--- src/hdl/dss_pkg.sv ---
// ---------------------------------------------------------------------------
// LOOK scheduler package
// Shared widths and the control bundle that the sequencer sends to the
// selection unit.
// ---------------------------------------------------------------------------
`default_nettype none

package dss_pkg;

   // Field widths of the stream items.
   localparam int TRACK_W   = 16;
   localparam int MOVE_W    = 17;
   localparam int RSP_TDATA_W = 40;

   // Control of the selection unit for one scan cycle.
   typedef struct packed {
      logic clear;     // start a new scan, forget the current best entry
      logic eval;      // read data of the store is valid this cycle
      logic phase_up;  // 0: downward sweep, 1: upward sweep
      logic served;    // entry under evaluation has already been served
   } sel_ctl_type;

endpackage

`default_nettype wire

--- src/hdl/dss_store.sv ---
// ---------------------------------------------------------------------------
// LOOK scheduler request store
// Single write port, single read port memory with registered read data.
// ---------------------------------------------------------------------------
`default_nettype none

module dss_store
   import dss_pkg::*;
#(
   parameter int DEPTH = 16,
   parameter int AW    = 4
) (
   input  wire logic               clock,
   input  wire logic               wr_en,
   input  wire logic [AW-1:0]      wr_addr,
   input  wire logic [TRACK_W-1:0] wr_data,
   input  wire logic [AW-1:0]      rd_addr,
   output logic      [TRACK_W-1:0] rd_data_ff
);

   logic [TRACK_W-1:0] mem_ff [DEPTH];

   // Write port.
   always_ff @(posedge clock) begin
      if (wr_en) begin
         mem_ff[wr_addr] <= wr_data;
      end
   end

   // Registered read port.
   always_ff @(posedge clock) begin
      rd_data_ff <= mem_ff[rd_addr];
   end

endmodule

`default_nettype wire

--- src/hdl/dss_sel.sv ---
// ---------------------------------------------------------------------------
// LOOK scheduler selection unit
// Compares one stored track per cycle against the head and the best candidate
// so far, and keeps the next track to serve for the current sweep direction.
// ---------------------------------------------------------------------------
`default_nettype none

module dss_sel
   import dss_pkg::*;
#(
   parameter int AW = 4
) (
   input  wire logic               clock,
   input  wire logic               reset,
   input  wire sel_ctl_type        ctl,
   input  wire logic [TRACK_W-1:0] head,
   input  wire logic [TRACK_W-1:0] entry_val,
   input  wire logic [AW-1:0]      entry_idx,
   output logic                    found_ff,
   output logic      [TRACK_W-1:0] best_val_ff,
   output logic      [AW-1:0]      best_idx_ff
);

   logic               found_in;
   logic [TRACK_W-1:0] best_val_in;
   logic [AW-1:0]      best_idx_in;
   logic               qualifies;
   logic               better;

   // Downward sweep takes the highest unserved track below the head, the
   // upward sweep the lowest unserved track at or above the head.
   always_comb begin
      if (ctl.phase_up) begin
         qualifies = !ctl.served && (entry_val >= head);
         better    = !found_ff || (entry_val < best_val_ff);
      end else begin
         qualifies = !ctl.served && (entry_val < head);
         better    = !found_ff || (entry_val > best_val_ff);
      end
   end

   // Update of the best candidate.
   always_comb begin
      found_in    = found_ff;
      best_val_in = best_val_ff;
      best_idx_in = best_idx_ff;
      if (ctl.clear) begin
         found_in = 1'b0;
      end else if (ctl.eval && qualifies && better) begin
         found_in    = 1'b1;
         best_val_in = entry_val;
         best_idx_in = entry_idx;
      end
   end

   always_ff @(posedge clock) begin
      if (reset) begin
         found_ff <= 1'b0;
      end else begin
         found_ff <= found_in;
      end
   end

   always_ff @(posedge clock) begin
      best_val_ff <= best_val_in;
      best_idx_ff <= best_idx_in;
   end

endmodule

`default_nettype wire

--- src/hdl/disk_scan_look_scheduler_top.sv ---
// ---------------------------------------------------------------------------
// The batch-closing request item starts scheduling. Each result costs one scan of
// the store (one store read per cycle), plus one extra scan when the sweep turns
// upward. No item is taken while a batch is being scheduled.
// Reset (synchronous, active high) empties the batch and the result register.
// ---------------------------------------------------------------------------
`default_nettype none

module disk_scan_look_scheduler_top
   import dss_pkg::*;
#(
   parameter int MAX_REQUESTS = 16
) (
   input  wire logic                   clock,
   input  wire logic                   reset,
   // Request stream.
   input  wire logic                   req_tvalid,
   output logic                        req_tready,
   input  wire logic [TRACK_W-1:0]     req_tdata,   // [15:0] track
   input  wire logic                   req_tlast,   // last_request
   // Result stream.
   output logic                        rsp_tvalid,
   input  wire logic                   rsp_tready,
   output logic      [RSP_TDATA_W-1:0] rsp_tdata,   // [15:0] served_track,
                                                    // [32:16] total_movement,
                                                    // [39:33] zero
   output logic                        rsp_tuser,   // [0] overflow
   output logic                        rsp_tlast    // last_result
);

   localparam int CW = $clog2(MAX_REQUESTS + 1);
   localparam int AW = (MAX_REQUESTS > 1) ? $clog2(MAX_REQUESTS) : 1;

   typedef enum logic [3:0] {
      S_IDLE = 4'b0001,
      S_SCAN = 4'b0010,
      S_PICK = 4'b0100,
      S_EMIT = 4'b1000
   } state_type;

   state_type state_ff, state_in;

   logic [CW-1:0]           count_ff, count_in;
   logic [TRACK_W-1:0]      head_ff, head_in;
   logic                    dropped_ff, dropped_in;
   logic                    solo_ff, solo_in;
   logic                    phase_up_ff, phase_up_in;
   logic [MAX_REQUESTS-1:0] served_ff, served_in;
   logic [CW-1:0]           emitted_ff, emitted_in;
   logic [TRACK_W-1:0]      pos_ff, pos_in;
   logic [MOVE_W-1:0]       move_ff, move_in;
   logic [CW-1:0]           addr_ff, addr_in;
   logic                    rd_vld_ff, rd_vld_in;
   logic [CW-1:0]           rd_idx_ff, rd_idx_in;

   logic                    rsp_valid_ff, rsp_valid_in;
   logic [TRACK_W-1:0]      rsp_track_ff, rsp_track_in;
   logic [MOVE_W-1:0]       rsp_move_ff, rsp_move_in;
   logic                    rsp_ovf_ff, rsp_ovf_in;
   logic                    rsp_last_ff, rsp_last_in;

   logic                    req_xfer;
   logic                    rsp_xfer;
   logic                    wr_en;
   logic [TRACK_W-1:0]      rd_data;
   sel_ctl_type             sel_ctl;
   logic                    found;
   logic [TRACK_W-1:0]      best_val;
   logic [AW-1:0]           best_idx;
   logic [CW-1:0]           count_m1;
   logic [CW-1:0]           emitted_p1;
   logic [TRACK_W-1:0]      emit_track;
   logic [TRACK_W-1:0]      step_dist;
   logic                    emit_last;
   logic                    scan_done;
   logic                    rsp_free;

   assign req_tready = (state_ff == S_IDLE);
   assign req_xfer   = req_tvalid && req_tready;
   assign rsp_xfer   = rsp_valid_ff && rsp_tready;
   assign rsp_free   = !rsp_valid_ff || rsp_tready;

   assign count_m1   = count_ff - CW'(1);
   assign emitted_p1 = emitted_ff + CW'(1);
   assign scan_done  = rd_vld_ff && (rd_idx_ff == count_m1);

   // The store takes an item only while there is room left.
   assign wr_en = req_xfer && (count_ff < CW'(MAX_REQUESTS));

   dss_store #(
      .DEPTH (MAX_REQUESTS),
      .AW    (AW)
   ) u_store (
      .clock      (clock),
      .wr_en      (wr_en),
      .wr_addr    (count_ff[AW-1:0]),
      .wr_data    (req_tdata),
      .rd_addr    (addr_ff[AW-1:0]),
      .rd_data_ff (rd_data)
   );

   dss_sel #(
      .AW (AW)
   ) u_sel (
      .clock       (clock),
      .reset       (reset),
      .ctl         (sel_ctl),
      .head        (head_ff),
      .entry_val   (rd_data),
      .entry_idx   (rd_idx_ff[AW-1:0]),
      .found_ff    (found),
      .best_val_ff (best_val),
      .best_idx_ff (best_idx)
   );

   // Result of the current emission: the head alone for a head-only batch.
   always_comb begin
      emit_track = solo_ff ? head_ff : best_val;
      step_dist  = (pos_ff > emit_track) ? (pos_ff - emit_track) : (emit_track - pos_ff);
      emit_last  = solo_ff || (emitted_p1 == count_m1);
   end

   // Sequencer: loading, scans of the store, and emission of results.
   always_comb begin
      state_in     = state_ff;
      count_in     = count_ff;
      head_in      = head_ff;
      dropped_in   = dropped_ff;
      solo_in      = solo_ff;
      phase_up_in  = phase_up_ff;
      served_in    = served_ff;
      emitted_in   = emitted_ff;
      pos_in       = pos_ff;
      move_in      = move_ff;
      addr_in      = addr_ff;
      rd_vld_in    = 1'b0;
      rd_idx_in    = addr_ff;
      rsp_valid_in = rsp_xfer ? 1'b0 : rsp_valid_ff;
      rsp_track_in = rsp_track_ff;
      rsp_move_in  = rsp_move_ff;
      rsp_ovf_in   = rsp_ovf_ff;
      rsp_last_in  = rsp_last_ff;
      sel_ctl.clear    = 1'b0;
      sel_ctl.eval     = rd_vld_ff;
      sel_ctl.phase_up = phase_up_ff;
      sel_ctl.served   = served_ff[rd_idx_ff[AW-1:0]];

      case (state_ff)
         S_IDLE: begin
            if (req_xfer) begin
               if (count_ff == '0) begin
                  head_in = req_tdata;
               end
               if (wr_en) begin
                  count_in = count_ff + CW'(1);
               end else begin
                  dropped_in = 1'b1;
               end
               if (req_tlast) begin
                  // The head is stored first; mark it served so that only
                  // the other requests are visited.
                  solo_in       = (count_ff == '0);
                  phase_up_in   = 1'b0;
                  served_in     = MAX_REQUESTS'(1);
                  emitted_in    = '0;
                  pos_in        = (count_ff == '0) ? req_tdata : head_ff;
                  move_in       = '0;
                  addr_in       = '0;
                  sel_ctl.clear = 1'b1;
                  state_in      = (count_ff == '0) ? S_EMIT : S_SCAN;
               end
            end
         end

         S_SCAN: begin
            if (addr_ff < count_ff) begin
               addr_in   = addr_ff + CW'(1);
               rd_vld_in = 1'b1;
            end
            if (scan_done) begin
               state_in = S_PICK;
            end
         end

         S_PICK: begin
            if (found) begin
               state_in = S_EMIT;
            end else if (!phase_up_ff) begin
               // Nothing left below the head: turn and sweep upward.
               phase_up_in   = 1'b1;
               addr_in       = '0;
               sel_ctl.clear = 1'b1;
               state_in      = S_SCAN;
            end else begin
               count_in   = '0;
               dropped_in = 1'b0;
               state_in   = S_IDLE;
            end
         end

         S_EMIT: begin
            if (rsp_free) begin
               rsp_valid_in = 1'b1;
               rsp_track_in = emit_track;
               rsp_move_in  = move_ff + MOVE_W'(step_dist);
               rsp_ovf_in   = dropped_ff;
               rsp_last_in  = emit_last;
               move_in      = move_ff + MOVE_W'(step_dist);
               pos_in       = emit_track;
               emitted_in   = emitted_p1;
               served_in[best_idx] = 1'b1;
               if (emit_last) begin
                  count_in   = '0;
                  dropped_in = 1'b0;
                  state_in   = S_IDLE;
               end else begin
                  addr_in       = '0;
                  sel_ctl.clear = 1'b1;
                  state_in      = S_SCAN;
               end
            end
         end

         default: begin
            state_in = S_IDLE;
         end
      endcase
   end

   // Control registers.
   always_ff @(posedge clock) begin
      if (reset) begin
         state_ff     <= S_IDLE;
         count_ff     <= '0;
         head_ff      <= '0;
         dropped_ff   <= 1'b0;
         rd_vld_ff    <= 1'b0;
         rsp_valid_ff <= 1'b0;
      end else begin
         state_ff     <= state_in;
         count_ff     <= count_in;
         head_ff      <= head_in;
         dropped_ff   <= dropped_in;
         rd_vld_ff    <= rd_vld_in;
         rsp_valid_ff <= rsp_valid_in;
      end
   end

   // Working and payload registers.
   always_ff @(posedge clock) begin
      solo_ff      <= solo_in;
      phase_up_ff  <= phase_up_in;
      served_ff    <= served_in;
      emitted_ff   <= emitted_in;
      pos_ff       <= pos_in;
      move_ff      <= move_in;
      addr_ff      <= addr_in;
      rd_idx_ff    <= rd_idx_in;
      rsp_track_ff <= rsp_track_in;
      rsp_move_ff  <= rsp_move_in;
      rsp_ovf_ff   <= rsp_ovf_in;
      rsp_last_ff  <= rsp_last_in;
   end

   // Result port.
   assign rsp_tvalid = rsp_valid_ff;
   assign rsp_tdata  = {(RSP_TDATA_W - MOVE_W - TRACK_W)'(0), rsp_move_ff, rsp_track_ff};
   assign rsp_tuser  = rsp_ovf_ff;
   assign rsp_tlast  = rsp_last_ff;

endmodule

`default_nettype wire

--- config.mk ---
export PLATFORM = sky130hd
export DESIGN_NAME = disk_scan_look_scheduler_top
export DESIGN_NICKNAME = d
export VERILOG_FILES = /design/src/hdl/dss_pkg.sv /design/src/hdl/dss_store.sv /design/src/hdl/dss_sel.sv /design/src/hdl/disk_scan_look_scheduler_top.sv
export SDC_FILE = /design/constraint.sdc
export NUM_CORES = 1
export LEC_CHECK = 0
export ABC_CLOCK_PERIOD_IN_PS = 8600
export BUFFER_PORTS_ARGS = -buffer_cell sky130_fd_sc_hd__buf_2
export CORE_MARGIN = 2
export CORE_UTILIZATION = 30
export CTS_BUF_LIST = sky130_fd_sc_hd__clkbuf_8
export DETAILED_ROUTE_END_ITERATION = 6
export SLEW_MARGIN = 20
export SYNTH_ARGS = -nofsm -noshare
export SYNTH_HDL_FRONTEND = slang
export SYNTH_SLANG_ARGS = --single-unit
--- constraint.sdc ---
create_clock -name clock -period 8.6 [get_ports clock]
set_input_delay 0.43 -clock clock [delete_from_list [all_inputs] [get_ports clock]]
set_output_delay 0.43 -clock clock [all_outputs]
set_load 0.01 [all_outputs]
==> out/qor.csv, run 1 <==
stage,metric,value,unit
layout,largest_reg_flops,256,
global_route,grt.met3_usage,3.04,%
floorplan,io_pins,65,
layout,syn2layout_area_growth,13.4,%
synth,synthTopCellsByCount,"372 x edfxtp_1, 89 x ha_1, 88 x inv_1",
detailed_routing,drt_iter0_drc,954,
pwr,p_total,8.68,mW
detailed_routing,vias,11412,
worst_setup_path,r2r_start,solo_ff,
layout,regMostFlops,u_store.mem_ff,
sta,tightest_slew,1040,ps
detailed_routing,drc,0,
synth,synth_area_leaders,"edfxtp_1 57%, mux4_2 9.7%, ha_1 5.7%",
run,cap_violations,0,
global_route,grt_pass1_wl,67.4,mm
synth,synth-edff-count,372,
global_route,grt_overflow,0,
floorplan,die_h,258,um
cts,cts-root-buf,clkbuf_8,
sta,whs,153,ps
cts,numClockSinks,422,
placed_design,dp_cells,2218,
layout,fin_cells,2346,
detailed_routing,viasPerCell,4.86,
sta,fin_crit_sh,66.7,%
cts,path_clk_slew,60,ps
synth,netlist_instances,1342,
synth,synth.avg_cell_area,14.5,um2
global_route,grtUsageMet1,17.3,%
sta,hold_viol,0,
cts,postCtsSetupRepairBufs,0,
synth,synth_top_cell_by_area,edfxtp_1,
floorplan,start_util,30.2,%
synth,synth_ff_type,edfxtp_1,
cts,clock_path_buffers,3,
worst_setup_path,max_stage_delay,940,ps
global_route,antenna_found_initial,5,
worst_setup_path,cp_cell_sequence,o21ai_0 -> ha_1 -> nand4_1 -> nor3_1 -> nand3_1 -> a21oi_4 -> mux2i_1 -> xnor2_1 -> ha_1 -> nor2b_1 -> o21ai_0 -> a21boi_0 -> o22a_1 -> a221oi_2 -> o21ai_1 -> xor2_1,
floorplan,rows,93,
placed_design,dp_hpwl,28.0,mm
sta,drv_slew,0,
cts,cts_inserted_buffers,71,
layout,fillers,6251,
worst_setup_path,path_delay_family,compound AO/OA/AOI/OAI gates,
placed_design,gp_congestion,0.853,
outcome,status,"complete, no violations",
sta,skew,35.2,ps
sta,fmax,0.174,GHz
worst_setup_path,r2r_setup_slack,2860,ps
synth,synth_seq_area_share,62.6,%
synth,yosysWarnings,0,
worst_setup_path,cp_slowest_cell,edfxtp_1,
synth,syn_area,19400,um2
floorplan,dieArea,66800,um2
sta,relSlewSlack,30.7,%
worst_setup_path,rr_endpoint,rsp_move_ff[16],
worst_setup_path,setup.worst_path.end,rsp_move_ff[16],
global_route,use_met2,21.3,%
detailed_routing,detail-route-antenna-nets,0,
worst_setup_path,critPathArrivalTime,6110,ps
worst_setup_path,required,8980,ps
worst_setup_path,startpoint,solo_ff,
cts,cts.htree.levels,3,
floorplan,chipWidth,258,um
layout,drive_gt1_share,18.9,%
synth,synth.distinct_cells,70,
sta,rsz0062_at_grt,false,
global_route,busiest_layer,met2,
floorplan,core_area,64200,um2
cts,cts_hold_buf,0,
global_route,grt_max_degree,69,
min_path,hp-class,input pin to flip-flop,
synth,synth.most_common_cell,edfxtp_1,
layout,reg_top3,"u_store.mem_ff: 256 flops, move_ff: 17 flops, rsp_move_ff: 17 flops",
worst_setup_path,crit_type,flip-flop to flip-flop,
global_route,grt_use_total,13.0,%
sta,tns,0,ps
worst_setup_path,ff2ff_path_depth,16,
cts,cts_resized,0,
pwr,powerDensity,394,nW/um2
sta,finalSetupViolCount,0,
worst_setup_path,end_kind,flip-flop,
synth,synth-seq-cells,422,
detailed_routing,routed_wl,43.4,mm
layout,final_nets,1549,
worst_setup_path,worst-path-buf-inv,0,
worst_setup_path,path_depth,16,
detailed_routing,wl_per_cell,18.5,um
layout,finish.utilization,34.3,%
worst_setup_path,crit_fanout,32,
pwr,irDropWorstVdd,0.256,mV
detailed_routing,first_pass_iters,5,
cts,cts_tree,built,
placed_design,port-buffer-count,57,
pwr,leakage,7.70,nW
sta,fin_crit,5740,ps
cts,clk-insertion-delay-late,640,ps
global_route,grt_pass1_vias,11681,
worst_setup_path,cp-start-kind,flip-flop,
synth,yosysTopAreaCellShare,57.5,%
synth,async_flop_share,0,%
[metrics by stage]
| stage | setup WS [ps] | area, um2 |
|---|---|---|
| after floorplan | 4100 | 19500 |
| after global placement | 2720 | 20700 |
| after detailed placement | 2710 | 20700 |
| after CTS | 2680 | 22000 |
| after global routing | 2440 | 22000 |
| final | 2860 | 22000 |
[cell usage in the layout, fill, tap and decap left out, types with 4 or more instances in the layout]
cell type / synthesis / final
a31oi_1: 11 / 11
conb_1: 1 / 7
nor2b_1: 10 / 10
clkbuf_8: 0 / 76
inv_1: 88 / 104
xor2_1: 20 / 20
mux4_2: 84 / 84
and2_1: 17 / 16
nand3_1: 14 / 14
o21bai_1: 6 / 6
dfxtp_1: 50 / 50
nand2_1: 83 / 83
a211oi_1: 25 / 25
and3_1: 4 / 4
o21a_1: 9 / 8
o211ai_1: 9 / 9
xnor2_1: 28 / 28
or3_1: 4 / 4
nor3_2: 1 / 6
buf_2: 16 / 57
a221oi_1: 6 / 6
edfxtp_1: 372 / 372
nor2_1: 83 / 83
nand4_1: 15 / 15
o21ai_0: 44 / 44
ha_1: 89 / 89
a21oi_1: 87 / 86
o31ai_1: 4 / 4
nor3_1: 13 / 8
clkinv_1: 1 / 25
clkinv_2: 0 / 4
a21o_1: 23 / 23
buf_4: 13 / 26
mux2i_1: 14 / 14
nand2b_1: 7 / 7
[area by class of cell]
| class | count | area [um2] | share of cell area [%] |
|---|---|---|---|
| clock inverters | 51 | 283 | 1.28 |
| multi-input cells | 768 | 6630 | 30.1 |
| well taps | 855 | 1070 | 4.86 |
| clock buffers | 76 | 1050 | 4.75 |
| inverters | 90 | 338 | 1.53 |
| repair buffers | 83 | 480 | 2.18 |
| diodes | 1 | 2.50 | 0.0114 |
| flip-flops and latches | 422 | 12200 | 55.3 |
[worst min-delay path by stage]
stage	from	endpoint	slack (ps)	depth (start not counted)
2_1_floorplan	addr_ff[2]	rd_idx_ff[2]	370	0
3_3_place_gp	u_store.rd_data_ff[0]	u_sel.best_val_ff[0]	420	0
3_5_place_dp	u_store.rd_data_ff[0]	u_sel.best_val_ff[0]	420	0
4_1_cts	rsp_tready	rsp_tvalid	100	3
5_1_grt	rsp_tready	rsp_tvalid	140	3
6_report	rsp_tready	rsp_tvalid	150	3
[layer usage]
layer  wire [um]  up-vias
li1            -     5304
met5          40        -
met4         900        6
met1       19600     5720
met3        2170       82
met2       20600      300
[power by group]
| group | internal (mW) | switching, mW | total [mW] |
|---|---|---|---|
| clock | 0.881 | 0.820 | 1.70 |
| combinational | 1.72 | 2.28 | 4.00 |
| sequential | 2.77 | 0.207 | 2.98 |
[kinds of logic (layout without fill, tap and decap cells)]
kind of cell / after synthesis / count (layout) / share of synthesized area [%]
flip-flops: 422 / 422 / 62.6
buffers and inverters: 158 / 300 / 3.52
adder cells (fa/ha/maj): 92 / 92 / 6.04
XOR/XNOR: 49 / 49 / 2.25
AND/OR/NAND/NOR: 261 / 261 / 6.34
multiplexers: 101 / 101 / 10.6
AO/OA/AOI/OAI: 258 / 258 / 8.55
other: 1 / 8 / 0.0193
[worst reg2reg max path, cell delays in order, from the launching register on]
cell and delay (ps):
edfxtp_1 940, o21ai_0 360, ha_1 590, nand4_1 200
nor3_1 220, nand3_1 160, a21oi_4 610, mux2i_1 290
xnor2_1 150, ha_1 290, nor2b_1 140, o21ai_0 200
a21boi_0 240, o22a_1 290, a221oi_2 430, o21ai_1 180
xor2_1 170
Power figures use the tool's default switching activity.
==> run 2, diff against run 1 <==
- ABC_CLOCK_PERIOD_IN_PS: 8600 -> 5900
- clock period: 8.6 -> 5.9 ns (I/O delays scaled with it)
==> run 2 against run 1 <==
Effect of this change: global-route usage about the same; clock-buffer cell count increased by 1; design area about the same; register-to-register slack got worse by 2400 ps; die area unchanged; sequential share of layout area about the same; total power increased by 45%; routed wire length increased by 1.0%; sequential power increased by 46%; critical endpoint is now move_ff[15]; largest cell class unchanged.
==> out/qor.csv, run 2 (synthesis results as in run 1) <==
stage,metric,value,unit,change
cts,postCtsSetupRepairBufs,0,,unchanged
sta,drv_slew,0,,unchanged
sta,fin_crit,5410,ps,-332 ps
min_path,hp-start,req_tdata[9],,
min_path,hp-class,input pin to flip-flop,,
global_route,grt_pass1_wl,67.4,mm,about the same
worst_setup_path,required,6260,ps,-2720 ps
cts,numClockSinks,422,,unchanged
detailed_routing,routed_wl,43.8,mm,+1.0%
pwr,irDropWorstVdd,0.367,mV,+44%
global_route,grt_overflow,0,,unchanged
detailed_routing,detail-route-antenna-nets,0,,unchanged
global_route,grt_max_degree,69,,unchanged
run,cap_violations,0,,unchanged
global_route,grt_use_total,13.0,%,+0.022 points
cts,cts.htree.levels,3,,unchanged
detailed_routing,drc,0,,unchanged
floorplan,start_util,30.2,%,unchanged
pwr,leakage,7.74,nW,+0.57%
floorplan,chipWidth,258,um,unchanged
floorplan,io_pins,65,,unchanged
floorplan,dieArea,66800,um2,unchanged
sta,finalSetupViolCount,0,,unchanged
placed_design,gp_congestion,0.868,,+1.7%
layout,final_cell_mix,"372 x edfxtp_1, 113 x inv_1, 89 x ha_1, 86 x a21oi_1, 84 x mux4_2",,
outcome,status,"complete, no violations",,
detailed_routing,viasPerCell,4.85,,-0.39%
worst_setup_path,cp-start-kind,flip-flop,,
floorplan,rows,93,,unchanged
sta,rsz0062_at_grt,false,,
worst_setup_path,crit_type,flip-flop to flip-flop,,
detailed_routing,vias,11367,,-0.39%
cts,clock_path_buffers,3,,unchanged
layout,reg_top3,"u_store.mem_ff: 256 flops, move_ff: 17 flops, rsp_move_ff: 17 flops",,
detailed_routing,first_pass_iters,6,,+1
layout,finish.utilization,34.3,%,about the same
layout,largest_reg_flops,256,,unchanged
detailed_routing,wl_per_cell,18.7,um,+1.0%
cts,cts_inserted_buffers,71,,unchanged
sta,tns,0,ps,unchanged
worst_setup_path,crit_fanout,23,,-28%
global_route,antenna_found_initial,5,,unchanged
cts,cts_tree,built,,
layout,final_common_cell,edfxtp_1,,
sta,fmax,0.185,GHz,+6.1%
pwr,powerDensity,572,nW/um2,+45%
layout,regMostFlops,u_store.mem_ff,,
sta,relSlewSlack,30.0,%,-0.71 points
sta,hold_viol,0,,unchanged
layout,drive_gt1_share,19.4,%,+0.48 points
detailed_routing,drt_iter0_drc,883,,-7.4%
sta,fin_crit_sh,91.6,%,+25 points
worst_setup_path,end_kind,flip-flop,,
worst_setup_path,startpoint,solo_ff,,
layout,syn2layout_area_growth,13.4,%,about the same
placed_design,dp_hpwl,28.7,mm,+2.6%
floorplan,die_h,258,um,unchanged
placed_design,port-buffer-count,57,,unchanged
floorplan,core_area,64200,um2,unchanged
worst_setup_path,r2r_start,solo_ff,,
sta,tightest_slew,1050,ps,+14.4 ps
layout,final_nets,1555,,+0.39%
sta,skew,32.5,ps,-2.70 ps
cts,clk-insertion-delay-late,630,ps,about the same
cts,path_clk_slew,60,ps,about the same
worst_setup_path,critPathArrivalTime,5770,ps,-340 ps
global_route,grt_pass1_vias,11616,,-0.56%
cts,cts-root-buf,clkbuf_8,,
[run 2: final cells by class]
class	instances	area (um2)
Antenna cell	2	5.00
Inverter	90	338
Tap cell	855	1070
Sequential cell	422	12200
Clock buffer	77	1060
Timing Repair Buffer	89	528
Fill cell	6197	42200
Clock inverter	43	233
Multi-Input combinational cell	768	6630
[run 2: power by group]
group	internal, mW	switching (mW)	total (mW)	leakage, nW
combinational	2.54	3.32	5.86	3.18
clock	1.25	1.15	2.40	0.752
sequential	4.04	0.307	4.35	3.82
total	7.83	4.78	12.6	7.74
[run 2: metrics by stage]
step / cell area (um2) / setup WS, ps / instances / total power [mW] / hold WS, ps
6_report: 22000 / 493 / 2346 / 12.6 / 67.3
5_1_grt: 22000 / 17.9 / 2346 / 13.5 / 49.8
4_1_cts: 22000 / 477 / 2344 / 12.7 / 5.55
3_5_place_dp: 20700 / 515 / 2223 / 10.3 / 427
3_3_place_gp: 20700 / 587 / 2223 / 10.1 / 421
2_1_floorplan: 19500 / 1400 / 1348 / 8.86 / 369
[run 2: path summary, 6_finish.rpt]
kind	slack [ps]	cells past startpoint	to
worst max-delay path	490	15	move_ff[15]
worst min-delay path	70	3	head_ff[9]
worst max register to register	490	15	move_ff[15]
worst min register to register	440	0	u_sel.best_val_ff[0]
[run 2: per-layer routing]
layer	vias to the layer above	track usage [%]	wire [um]
met4	6	3.73	859
met1	5680	17.3	19600
met5	-	0	46
met3	73	3.13	2420
met2	317	21.3	20900
li1	5291	-	-
[run 2: timing repair]
action,4_1_cts,5_1_grt
gates resized for setup,0,0
hold buffers,1,0
endpoints found under the hold margin,1,0
[run 2: critical path, cell delays in order (launching register included)]
cell and delay [ps]:
edfxtp_1 820, o21ai_0 400, ha_1 580, nand2_1 150, a21oi_1 230, a221oi_1 130, a21oi_2 570, mux2i_1 290
xor2_1 210, ha_1 310, a2111oi_0 340, o21ai_0 260, a21oi_1 360, o21ai_0 190, xor2_1 170, and2_1 140
